[config.mk]
export PLATFORM = sky130hd
export DESIGN_NAME = crc_checked_frame_deframer
export DESIGN_NICKNAME = d
export VERILOG_FILES = /design/src/hdl/ccfd_pkg.sv /design/src/hdl/ccfd_front.sv /design/src/hdl/ccfd_queue.sv /design/src/hdl/ccfd_back.sv /design/src/hdl/crc_checked_frame_deframer.sv
export VERILOG_INCLUDE_DIRS = /design/src /design/src/hdl
export SDC_FILE = /design/constraint.sdc
export NUM_CORES = 1
export LEC_CHECK = 0
export ABC_AREA = 1
export BUFFER_PORTS_ARGS = -buffer_cell sky130_fd_sc_hd__buf_2
export CORE_MARGIN = 1.5
export CORE_UTILIZATION = 40
export DETAILED_ROUTE_END_ITERATION = 10
export PLACE_DENSITY = 0.6
export SLEW_MARGIN = 20
export SYNTH_ARGS = -nofsm -noshare
export SYNTH_HDL_FRONTEND = slang
export SYNTH_SLANG_ARGS = --single-unit
[constraint.sdc]
create_clock -name clock -period 4.4 [get_ports clock]
set_input_delay 0.88 -clock clock [delete_from_list [all_inputs] [get_ports clock]]
set_output_delay 0.88 -clock clock [all_outputs]
set_load 0.005 [all_outputs]
[src/hdl/crc_checked_frame_deframer_defines.svh]
// assertion macros for the crc checked frame deframer
// used by the top level only, no other dependencies
`ifndef CRC_CHECKED_FRAME_DEFRAMER_DEFINES_SVH
`define CRC_CHECKED_FRAME_DEFRAMER_DEFINES_SVH

// antecedent implies consequent in the same cycle
`define CCFD_ASSERT_IMPLY(lbl, clk, rst, ante, cons, msg) \
   lbl: assert property (@(posedge clk) disable iff (rst) (ante) |-> (cons)) \
      else $error(msg);

// antecedent implies consequent in the next cycle
`define CCFD_ASSERT_NEXT(lbl, clk, rst, ante, cons, msg) \
   lbl: assert property (@(posedge clk) disable iff (rst) (ante) |=> (cons)) \
      else $error(msg);

`endif

[src/hdl/ccfd_pkg.sv]
// shared types, constants and crc step functions for the frame deframer
// no dependencies
`timescale 1ns / 1ps

package ccfd_pkg;

   localparam logic [7:0]  SOF_BYTE   = 8'hA5;
   localparam logic [7:0]  CRC8_INIT  = 8'hFF;
   localparam logic [7:0]  CRC8_POLY  = 8'h8C;
   localparam logic [15:0] CRC16_INIT = 16'hFFFF;
   localparam logic [15:0] CRC16_POLY = 16'h8408;
   localparam logic [15:0] MAX_LEN_RESET = 16'd512;

   localparam logic [2:0] ST_GOOD      = 3'd0;
   localparam logic [2:0] ST_HDR_BAD   = 3'd1;
   localparam logic [2:0] ST_TAIL_BAD  = 3'd2;
   localparam logic [2:0] ST_TOO_LONG  = 3'd3;
   localparam logic [2:0] ST_TRUNCATED = 3'd4;

   localparam logic KIND_DATA   = 1'b0;
   localparam logic KIND_STATUS = 1'b1;

   localparam logic REQ_BYTE = 1'b0;
   localparam logic REQ_IDLE = 1'b1;

   typedef enum logic [2:0] {
      PH_HUNT = 3'd0,
      PH_HEAD = 3'd1,
      PH_CMD  = 3'd2,
      PH_DATA = 3'd3,
      PH_TAIL = 3'd4
   } phase_type;

   typedef enum logic [1:0] {
      CLS_BYTE = 2'd0,
      CLS_SOF  = 2'd1,
      CLS_IDLE = 2'd2
   } class_type;

   typedef struct packed {
      class_type  cls;
      logic [7:0] data;
   } entry_type;

   function automatic logic [7:0] crc8_step(input logic [7:0] crc, input logic [7:0] b);
      logic [7:0] x;
      x = crc ^ b;
      for (int i = 0; i < 8; i++) begin
         x = x[0] ? ((x >> 1) ^ CRC8_POLY) : (x >> 1);
      end
      return x;
   endfunction

   function automatic logic [15:0] crc16_step(input logic [15:0] crc, input logic [7:0] b);
      logic [15:0] t;
      t = {8'h00, crc[7:0] ^ b};
      for (int i = 0; i < 8; i++) begin
         t = t[0] ? ((t >> 1) ^ CRC16_POLY) : (t >> 1);
      end
      return {8'h00, crc[15:8]} ^ t;
   endfunction

endpackage

[src/hdl/ccfd_front.sv]
// front end: accepts request items, classifies them and pushes them to the queue
// depends on ccfd_pkg
`timescale 1ns / 1ps

module ccfd_front (
   input  logic                 req_valid,
   output logic                 req_stall,
   input  logic                 req_type,
   input  logic [7:0]           req_rx_byte,
   input  logic                 q_full,
   output logic                 q_push,
   output ccfd_pkg::entry_type  q_wdata
);

   ccfd_pkg::class_type cls;

   always_comb begin
      if (req_type == ccfd_pkg::REQ_IDLE) begin
         cls = ccfd_pkg::CLS_IDLE;
      end else if (req_rx_byte == ccfd_pkg::SOF_BYTE) begin
         cls = ccfd_pkg::CLS_SOF;
      end else begin
         cls = ccfd_pkg::CLS_BYTE;
      end
   end

   assign req_stall = q_full;
   assign q_push    = req_valid & ~q_full;
   assign q_wdata   = {cls, req_rx_byte};

endmodule

[src/hdl/ccfd_queue.sv]
// short queue of classified items between front end and parser
// depends on ccfd_pkg
`timescale 1ns / 1ps

module ccfd_queue #(
   parameter int DEPTH = 4
) (
   input  logic                          clock,
   input  logic                          reset,
   input  logic                          push,
   input  ccfd_pkg::entry_type           wdata,
   input  logic                          pop,
   output ccfd_pkg::entry_type           rdata,
   output logic                          empty,
   output logic                          full,
   output logic [$clog2(DEPTH+1)-1:0]    level
);

   localparam int PTR_W = $clog2(DEPTH);
   localparam int LVL_W = $clog2(DEPTH + 1);

   ccfd_pkg::entry_type mem_ff [DEPTH];
   logic [PTR_W-1:0] wr_ptr_ff, wr_ptr_in;
   logic [PTR_W-1:0] rd_ptr_ff, rd_ptr_in;
   logic [LVL_W-1:0] level_ff, level_in;
   logic             do_push, do_pop;

   assign empty   = (level_ff == '0);
   assign full    = (level_ff == LVL_W'(DEPTH));
   assign level   = level_ff;
   assign rdata   = mem_ff[rd_ptr_ff];
   assign do_push = push & ~full;
   assign do_pop  = pop & ~empty;

   always_comb begin
      wr_ptr_in = wr_ptr_ff;
      rd_ptr_in = rd_ptr_ff;
      level_in  = level_ff;
      if (do_push) begin
         wr_ptr_in = (wr_ptr_ff == PTR_W'(DEPTH - 1)) ? '0 : wr_ptr_ff + PTR_W'(1);
      end
      if (do_pop) begin
         rd_ptr_in = (rd_ptr_ff == PTR_W'(DEPTH - 1)) ? '0 : rd_ptr_ff + PTR_W'(1);
      end
      if (do_push && !do_pop) begin
         level_in = level_ff + LVL_W'(1);
      end else if (do_pop && !do_push) begin
         level_in = level_ff - LVL_W'(1);
      end
   end

   always_ff @(posedge clock) begin
      if (reset) begin
         wr_ptr_ff <= '0;
         rd_ptr_ff <= '0;
         level_ff  <= '0;
      end else begin
         wr_ptr_ff <= wr_ptr_in;
         rd_ptr_ff <= rd_ptr_in;
         level_ff  <= level_in;
      end
   end

   always_ff @(posedge clock) begin
      if (do_push) begin
         mem_ff[wr_ptr_ff] <= wdata;
      end
   end

endmodule

[src/hdl/ccfd_back.sv]
// back end: frame parser with crc8/crc16 checks and the result register
// depends on ccfd_pkg
`timescale 1ns / 1ps

module ccfd_back (
   input  logic                 clock,
   input  logic                 reset,
   input  logic                 csr_wr_en,
   input  logic [15:0]          csr_wr_data,
   input  logic                 q_empty,
   input  ccfd_pkg::entry_type  q_rdata,
   output logic                 q_pop,
   output logic                 rsp_valid,
   input  logic                 rsp_stall,
   output logic                 rsp_kind,
   output logic [7:0]           rsp_payload_byte,
   output logic [15:0]          rsp_byte_index,
   output logic [15:0]          rsp_command_id,
   output logic [15:0]          rsp_frame_length,
   output logic [7:0]           rsp_sequence_res,
   output logic [2:0]           rsp_status,
   output logic                 rsp_last
);

   ccfd_pkg::phase_type phase_ff, phase_in;
   logic [15:0] max_len_ff;
   logic [15:0] byte_count_ff, byte_count_in;
   logic [15:0] frame_len_ff, frame_len_in;
   logic [15:0] frame_cmd_ff, frame_cmd_in;
   logic [7:0]  frame_seq_ff, frame_seq_in;
   logic [7:0]  header_crc_ff, header_crc_in;
   logic [15:0] frame_crc_ff, frame_crc_in;
   logic        header_good_ff, header_good_in;
   logic [7:0]  tail_low_ff, tail_low_in;

   logic        rsp_valid_ff, rsp_valid_in;
   logic        rsp_kind_ff;
   logic [7:0]  rsp_byte_ff;
   logic [15:0] rsp_index_ff;
   logic [15:0] rsp_cmd_ff;
   logic [15:0] rsp_len_ff;
   logic [7:0]  rsp_seq_ff;
   logic [2:0]  rsp_status_ff;

   logic        emit;
   logic        res_kind;
   logic [7:0]  res_byte;
   logic [15:0] res_index;
   logic [2:0]  res_status;
   logic [7:0]  b;
   logic [15:0] crc16_next;
   logic [15:0] count_next;
   logic [15:0] rx_crc;

   assign q_pop      = ~q_empty & (~rsp_valid_ff | ~rsp_stall);
   assign b          = q_rdata.data;
   assign crc16_next = ccfd_pkg::crc16_step(frame_crc_ff, b);
   assign count_next = byte_count_ff + 16'd1;
   assign rx_crc     = {b, tail_low_ff};

   always_comb begin
      phase_in       = phase_ff;
      byte_count_in  = byte_count_ff;
      frame_len_in   = frame_len_ff;
      frame_cmd_in   = frame_cmd_ff;
      frame_seq_in   = frame_seq_ff;
      header_crc_in  = header_crc_ff;
      frame_crc_in   = frame_crc_ff;
      header_good_in = header_good_ff;
      tail_low_in    = tail_low_ff;
      emit           = 1'b0;
      res_kind       = ccfd_pkg::KIND_STATUS;
      res_byte       = 8'h00;
      res_index      = 16'h0000;
      res_status     = ccfd_pkg::ST_GOOD;
      if (q_pop) begin
         if (q_rdata.cls == ccfd_pkg::CLS_IDLE) begin
            if (phase_ff != ccfd_pkg::PH_HUNT) begin
               phase_in   = ccfd_pkg::PH_HUNT;
               emit       = 1'b1;
               res_status = ccfd_pkg::ST_TRUNCATED;
            end
         end else begin
            case (phase_ff)
               ccfd_pkg::PH_HEAD: begin
                  frame_crc_in = crc16_next;
                  if (byte_count_ff == 16'd1) begin
                     frame_len_in = {8'h00, b};
                  end else if (byte_count_ff == 16'd2) begin
                     frame_len_in = {b, frame_len_ff[7:0]};
                  end else if (byte_count_ff == 16'd3) begin
                     frame_seq_in = b;
                  end
                  if (byte_count_ff == 16'd1 || byte_count_ff == 16'd2 ||
                      byte_count_ff == 16'd3) begin
                     header_crc_in = ccfd_pkg::crc8_step(header_crc_ff, b);
                     byte_count_in = count_next;
                  end else begin
                     header_good_in = (b == header_crc_ff);
                     byte_count_in  = 16'd0;
                     if (frame_len_ff > max_len_ff) begin
                        phase_in   = ccfd_pkg::PH_HUNT;
                        emit       = 1'b1;
                        res_status = ccfd_pkg::ST_TOO_LONG;
                     end else begin
                        phase_in = ccfd_pkg::PH_CMD;
                     end
                  end
               end
               ccfd_pkg::PH_CMD: begin
                  frame_crc_in = crc16_next;
                  if (byte_count_ff == 16'd0) begin
                     frame_cmd_in  = {8'h00, b};
                     byte_count_in = 16'd1;
                  end else begin
                     frame_cmd_in  = {b, frame_cmd_ff[7:0]};
                     byte_count_in = 16'd0;
                     phase_in      = (frame_len_ff == 16'd0) ? ccfd_pkg::PH_TAIL
                                                             : ccfd_pkg::PH_DATA;
                  end
               end
               ccfd_pkg::PH_DATA: begin
                  frame_crc_in  = crc16_next;
                  byte_count_in = count_next;
                  if (count_next >= frame_len_ff) begin
                     byte_count_in = 16'd0;
                     phase_in      = ccfd_pkg::PH_TAIL;
                  end
                  if (header_good_ff) begin
                     emit      = 1'b1;
                     res_kind  = ccfd_pkg::KIND_DATA;
                     res_byte  = b;
                     res_index = byte_count_ff;
                  end
               end
               ccfd_pkg::PH_TAIL: begin
                  if (byte_count_ff == 16'd0) begin
                     tail_low_in   = b;
                     byte_count_in = 16'd1;
                  end else begin
                     byte_count_in = 16'd0;
                     phase_in      = ccfd_pkg::PH_HUNT;
                     emit          = 1'b1;
                     if (!header_good_ff) begin
                        res_status = ccfd_pkg::ST_HDR_BAD;
                     end else if (rx_crc != frame_crc_ff) begin
                        res_status = ccfd_pkg::ST_TAIL_BAD;
                     end else begin
                        res_status = ccfd_pkg::ST_GOOD;
                     end
                  end
               end
               default: begin
                  // hunting, unused codes included
                  phase_in = ccfd_pkg::PH_HUNT;
                  if (q_rdata.cls == ccfd_pkg::CLS_SOF) begin
                     frame_len_in   = 16'd0;
                     frame_cmd_in   = 16'd0;
                     frame_seq_in   = 8'd0;
                     header_good_in = 1'b0;
                     header_crc_in  = ccfd_pkg::crc8_step(ccfd_pkg::CRC8_INIT, b);
                     frame_crc_in   = ccfd_pkg::crc16_step(ccfd_pkg::CRC16_INIT, b);
                     byte_count_in  = 16'd1;
                     phase_in       = ccfd_pkg::PH_HEAD;
                  end
               end
            endcase
         end
      end
      rsp_valid_in = (q_pop & emit) | (rsp_valid_ff & rsp_stall);
   end

   always_ff @(posedge clock) begin
      if (reset) begin
         phase_ff       <= ccfd_pkg::PH_HUNT;
         max_len_ff     <= ccfd_pkg::MAX_LEN_RESET;
         byte_count_ff  <= 16'd0;
         frame_len_ff   <= 16'd0;
         frame_cmd_ff   <= 16'd0;
         frame_seq_ff   <= 8'd0;
         header_crc_ff  <= ccfd_pkg::CRC8_INIT;
         frame_crc_ff   <= ccfd_pkg::CRC16_INIT;
         header_good_ff <= 1'b0;
         tail_low_ff    <= 8'd0;
         rsp_valid_ff   <= 1'b0;
      end else begin
         phase_ff       <= phase_in;
         if (csr_wr_en) begin
            max_len_ff <= csr_wr_data;
         end
         byte_count_ff  <= byte_count_in;
         frame_len_ff   <= frame_len_in;
         frame_cmd_ff   <= frame_cmd_in;
         frame_seq_ff   <= frame_seq_in;
         header_crc_ff  <= header_crc_in;
         frame_crc_ff   <= frame_crc_in;
         header_good_ff <= header_good_in;
         tail_low_ff    <= tail_low_in;
         rsp_valid_ff   <= rsp_valid_in;
      end
   end

   // result payload, loaded only when a new result is produced
   always_ff @(posedge clock) begin
      if (q_pop && emit) begin
         rsp_kind_ff   <= res_kind;
         rsp_byte_ff   <= res_byte;
         rsp_index_ff  <= res_index;
         rsp_cmd_ff    <= frame_cmd_ff;
         rsp_len_ff    <= frame_len_ff;
         rsp_seq_ff    <= frame_seq_ff;
         rsp_status_ff <= res_status;
      end
   end

   assign rsp_valid        = rsp_valid_ff;
   assign rsp_kind         = rsp_kind_ff;
   assign rsp_payload_byte = rsp_byte_ff;
   assign rsp_byte_index   = rsp_index_ff;
   assign rsp_command_id   = rsp_cmd_ff;
   assign rsp_frame_length = rsp_len_ff;
   assign rsp_sequence_res = rsp_seq_ff;
   assign rsp_status       = rsp_status_ff;
   assign rsp_last         = rsp_kind_ff;

endmodule

[src/hdl/crc_checked_frame_deframer.sv]
// top level of the crc checked frame deframer
// depends on ccfd_pkg, ccfd_front, ccfd_queue, ccfd_back and the defines header
`timescale 1ns / 1ps
`include "crc_checked_frame_deframer_defines.svh"

// Takes one item per clock while the queue is not full: a received byte or a
// line-idle event. The parser does the crc8 and crc16 steps and the phase
// update together, so the sustained rate is one item per cycle while the
// result side does not stall. An item reaches the result port through the
// queue, then the result register. The queue of QUEUE_DEPTH items lets input
// keep flowing for that many items while the result side stalls. Each payload
// byte of a frame with a good header and in-range length gives one result;
// every frame gives one status result: at its tail, when too long or at idle.
// Write the maximum length register only while no frame is in flight.
module crc_checked_frame_deframer #(
   parameter int QUEUE_DEPTH = 4
) (
   input  logic        clock,
   input  logic        reset,
   input  logic        csr_wr_en,
   input  logic [15:0] csr_wr_data,
   input  logic        req_valid,
   output logic        req_stall,
   input  logic        req_type,
   input  logic [7:0]  req_rx_byte,
   output logic        rsp_valid,
   input  logic        rsp_stall,
   output logic        rsp_kind,
   output logic [7:0]  rsp_payload_byte,
   output logic [15:0] rsp_byte_index,
   output logic [15:0] rsp_command_id,
   output logic [15:0] rsp_frame_length,
   output logic [7:0]  rsp_sequence_res,
   output logic [2:0]  rsp_status,
   output logic        rsp_last
);

   localparam int LVL_W = $clog2(QUEUE_DEPTH + 1);

   logic                q_push;
   logic                q_pop;
   logic                q_full;
   logic                q_empty;
   logic [LVL_W-1:0]    q_level;
   ccfd_pkg::entry_type q_wdata;
   ccfd_pkg::entry_type q_rdata;

   ccfd_front u_front (
      .req_valid   (req_valid),
      .req_stall   (req_stall),
      .req_type    (req_type),
      .req_rx_byte (req_rx_byte),
      .q_full      (q_full),
      .q_push      (q_push),
      .q_wdata     (q_wdata)
   );

   ccfd_queue #(
      .DEPTH (QUEUE_DEPTH)
   ) u_queue (
      .clock (clock),
      .reset (reset),
      .push  (q_push),
      .wdata (q_wdata),
      .pop   (q_pop),
      .rdata (q_rdata),
      .empty (q_empty),
      .full  (q_full),
      .level (q_level)
   );

   ccfd_back u_back (
      .clock            (clock),
      .reset            (reset),
      .csr_wr_en        (csr_wr_en),
      .csr_wr_data      (csr_wr_data),
      .q_empty          (q_empty),
      .q_rdata          (q_rdata),
      .q_pop            (q_pop),
      .rsp_valid        (rsp_valid),
      .rsp_stall        (rsp_stall),
      .rsp_kind         (rsp_kind),
      .rsp_payload_byte (rsp_payload_byte),
      .rsp_byte_index   (rsp_byte_index),
      .rsp_command_id   (rsp_command_id),
      .rsp_frame_length (rsp_frame_length),
      .rsp_sequence_res (rsp_sequence_res),
      .rsp_status       (rsp_status),
      .rsp_last         (rsp_last)
   );

   `CCFD_ASSERT_IMPLY(a_level_bound, clock, reset, 1'b1, q_level <= LVL_W'(QUEUE_DEPTH), "queue level above depth")
   `CCFD_ASSERT_IMPLY(a_no_pop_stalled, clock, reset, rsp_valid && rsp_stall, !q_pop, "parser consumed an item while result stalled")
   `CCFD_ASSERT_IMPLY(a_data_status_good, clock, reset, rsp_valid && rsp_kind == ccfd_pkg::KIND_DATA, rsp_status == ccfd_pkg::ST_GOOD && !rsp_last, "payload result with status or last set")
   `CCFD_ASSERT_NEXT(a_level_grows, clock, reset, q_push && !q_pop, q_level == $past(q_level) + LVL_W'(1), "queue level did not grow on push")

endmodule
==> results by group <==
Setup path
  • Worst Path Max Fanout: 16
  • CP arrival: 3.94 ns
  • RR Endpoint: u_back.byte_count_ff[6]$_SDFFE_PP0P_
  • FF-to-FF setup slack: roughly 0.91 ns
  • CP Capture Point: u_back.byte_count_ff[6]$_SDFFE_PP0P_
  • Worst setup path startpoint: u_back.byte_count_ff[0]$_SDFFE_PP0P_
  • Required @ worst endpoint: just under 5 ns
  • Critical path class: register to register
  • Worst reg2reg startpoint: u_back.byte_count_ff[0]$_SDFFE_PP0P_
  • CP endpoint kind: register
  • Startpoint Class: register
  • R2R depth: 16

Job
  • MaxCap Viol Count: 0

Drt
  • Met1 wire length: 12.56 mm
  • DR iter-0 viols: 709
  • Via count: ~8700
  • Post-DRT Antenna Nets: 0
  • Routed wire length: 27.03 mm
  • First drt pass iteration count: 5
  • DRC: 0
  • Highest metal used: met4
  • Wire length on met2: around 12 mm
  • Number of vias per cell: 5.053
  • Mean routed wirelength per cell: approximately 16 um
  • Routed wl met3: approximately 1.5 mm

Clocking
  • Clk sinks: 226
  • Post-CTS Resized: 0
  • Postcts setup bufs: 0
  • CTS tree: yes
  • Maximum clock insertion buffer count: 3
  • H-tree levels: 1
  • Clk_lat worst skew: 0.52 ns
  • Root buf cell: clkbuf_16
  • Clk pin slew, worst setup/hold paths: approximately 0.060 ns
  • Clock buffer count from CTS: 26
  • # hold bufs at CTS: 0

Global route
  • Pin count of the biggest net entering global routing: just under 60
  • GRT Util Overall: about a fifth
  • First-pass GRT wire length: ~44 mm
  • Initial antenna violation count: 0
  • GRT overflow: 0
  • Vias in the first global route: 8341

Floorplanning
  • Die H: 169.3 um
  • Row count: 60
  • Die Span X: between 150 and 200 um
  • Die area: 28680 um2
  • Starting density of the core: around two fifths
  • # IOs: 101
  • Total core area: ~27000 um2

Synth
  • FFs w/ async S/R, synth: 0%
  • Synth Register Bits: roughly 230
  • YS warnings: 0
  • Unique masters post-synth: between 40 and 50
  • Synth area leader: edfxtp_1
  • Prevailing post-synth register cell: dfxtp_1
  • Seq/Total Area, Yosys: about half
  • Cell count after synthesis: 1271
  • Syn Nets: around 1300
  • Yosys top cell area share: between 20% and 30%
  • Number of synthesized flops with an enable pin: between 100 and 150
  • Cell Area, Synth: approximately 11000 um2
  • Syn avg cell area: 8.708 um2
  • Largest cells by area after synthesis: edfxtp_1, dfxtp_1, nand2_1, a21oi_1, ha_1

Pwr
  • Pleak: 5.315 nW
  • Peak VDD IR: between 0.3 and 0.4 mV
  • Power per cell area: around 740 nW/um2
  • Final Total Pwr: 9.432 mW

Final layout
  • Fillers: about 2600
  • Register Area: approximately 5600 um2
  • Top reg by flops: u_queue.mem_ff
  • Footprint of the multi-input gates: between 4000 and 5000 um2
  • Number of diodes: 0
  • Share of cells above drive strength 1: between 15 and 20%
  • Final Net Count: approximately 1400
  • Synth-to-layout area growth: 15.31%
  • Largest register FFs: 40

Timing
  • Slew Viols, Final: 0
  • Setup_tns: 0 ns
  • Fin. Hold Viols: 0
  • Worst Tran Pin Value: 1.082 ns
  • RSZ-0062 raised after global routing: false
  • Slew margin rel.: roughly 28%
  • Peak Freq: 0.2867 GHz
  • Final setup fails: 0
  • Final Cycle Share: 79.28%
  • Final Skew: roughly 0.0094 ns
  • Min Tclk post-route: approximately 3.5 ns

Placement
  • Gpl congestion: ~0.89
  • HPWL after DPL: roughly 19 mm
  • Port Buf Inserts: 100

Outcome
  • Outcome: finished, final reports clean

Worst hold path
  • Hold Crit Class: register to register
[where the power goes]
part	leakage [nW]	switching, mW	internal (mW)
logic	2.92	2.82	1.34
clock network	0.445	0.867	1.43
registers	1.95	0.256	2.72
[area by class of cell]
| cell class | instances | area share [%] |
|---|---|---|
| inverters | 151 | 4.461 |
| multi-input cells | 850 | 36.44 |
| flip-flops and latches | 226 | 43.92 |
| well taps | 341 | 3.343 |
| clock buffers | 36 | 5.882 |
| repair buffers | 110 | 4.608 |
| clock inverters | 12 | 1.343 |
[cell families (layout without fill, tap and decap cells)]
family                     count (synthesis)  after routing  synth area share (%)
xor gates and xnor gates                  60             60                 5.324
DFF                                      226            226                 50.64
and+or+nand+nor                          518            518                 20.54
AOI/OAI and AO/OA                        229            229                 11.20
buffers and inverters                    195            309                 7.359
adders and majority gates                 43             43                 4.929
[cell usage in the layout (no fill, tap or decap), types with 5 or more instances in the layout]
cell       Yosys  layout
inv_2         17      17
nand2_2        8       9
o22ai_1        5       5
clkbuf_16      0      28
buf_2          7     100
nand2_1      258     257
nand3_1       95      95
clkbuf_1      21       6
o21ai_0       60      60
xor2_2         6       6
xor2_1        39      39
nand4_1       13      13
a21oi_1      122     122
xnor2_1       14      14
o211ai_1       7       7
o21ai_1       20      20
nor3_1        15      15
dfxtp_1      118     118
buf_4         11       9
inv_1        132     132
edfxtp_1     108     108
nor4_1         8       8
nor2_1       100     100
ha_1          42      42
[synthesized netlist by cell type, types with 5 or more instances]
| master | instances |
|---|---|
| edfxtp_1 | 108 |
| nand4_1 | 13 |
| inv_2 | 17 |
| nand2_1 | 258 |
| o21ai_1 | 20 |
| ha_1 | 42 |
| clkbuf_1 | 21 |
| a21oi_1 | 122 |
| xor2_1 | 39 |
| buf_4 | 11 |
| nand2_2 | 8 |
| o21ai_0 | 60 |
| o22ai_1 | 5 |
| nor2_1 | 100 |
| nor4_1 | 8 |
| nand3_1 | 95 |
| xor2_2 | 6 |
| o211ai_1 | 7 |
| inv_1 | 132 |
| buf_2 | 7 |
| dfxtp_1 | 118 |
| xnor2_1 | 14 |
| nor3_1 | 15 |
[worst min path at each step]
stage	from	to	slack, ns	cells after the start
floorplan	u_back.frame_seq_ff[0]$_SDFFE_PP0P_	u_back.rsp_sequence_res[0]$_DFFE_PP_	0.40	0
global placement	u_back.frame_seq_ff[7]$_SDFFE_PP0P_	u_back.rsp_sequence_res[7]$_DFFE_PP_	0.41	0
detailed placement	u_back.frame_cmd_ff[10]$_SDFFE_PP0P_	u_back.rsp_command_id[10]$_DFFE_PP_	0.42	0
CTS	u_back.frame_cmd_ff[10]$_SDFFE_PP0P_	u_back.rsp_command_id[10]$_DFFE_PP_	0.43	0
global route	u_back.frame_cmd_ff[13]$_SDFFE_PP0P_	u_back.rsp_command_id[13]$_DFFE_PP_	0.44	0
finish	u_back.frame_cmd_ff[13]$_SDFFE_PP0P_	u_back.rsp_command_id[13]$_DFFE_PP_	0.43	0
[metrics by stage]
step | setup slack, ns | hold WS (ns) | utilization (%) | instance area, um2 | cells
4_1_cts | 0.9512 | 0.4324 | 47.22 | 12760 | 1726
5_1_grt | 0.5080 | 0.4439 | 47.22 | 12760 | 1726
3_5_place_dp | 0.9902 | 0.4169 | 43.81 | 11840 | 1678
3_3_place_gp | 1.070 | 0.4150 | 43.81 | 11840 | 1678
2_1_floorplan | 1.016 | 0.4030 | - | 11070 | 1271
6_report | 0.9118 | 0.4334 | 47.22 | 12760 | 1726
[routing by layer]
layer / vias to the layer above / track usage (%)
met5: - / 0
met1: 4060 / 26.72
met2: 207 / 30.95
li1: 4415 / -
met3: 40 / 2.915
met4: 0 / 4.502
[worst max-delay path: stages (launching register included)]
cell and delay, ns:
dfxtp_1 0.41, inv_1 0.15, nor3_2 0.31, nand2_1 0.12
nor2_1 0.16, nand3_1 0.10, nor3_1 0.18, xor2_1 0.17
inv_1 0.08, ha_1 0.31, a21oi_1 0.14, o21ai_0 0.08
a21oi_1 0.13, nand3_1 0.15, o21ai_2 0.60, nand3_1 0.15
a21oi_1 0.16
Power figures use the tool's default switching activity.
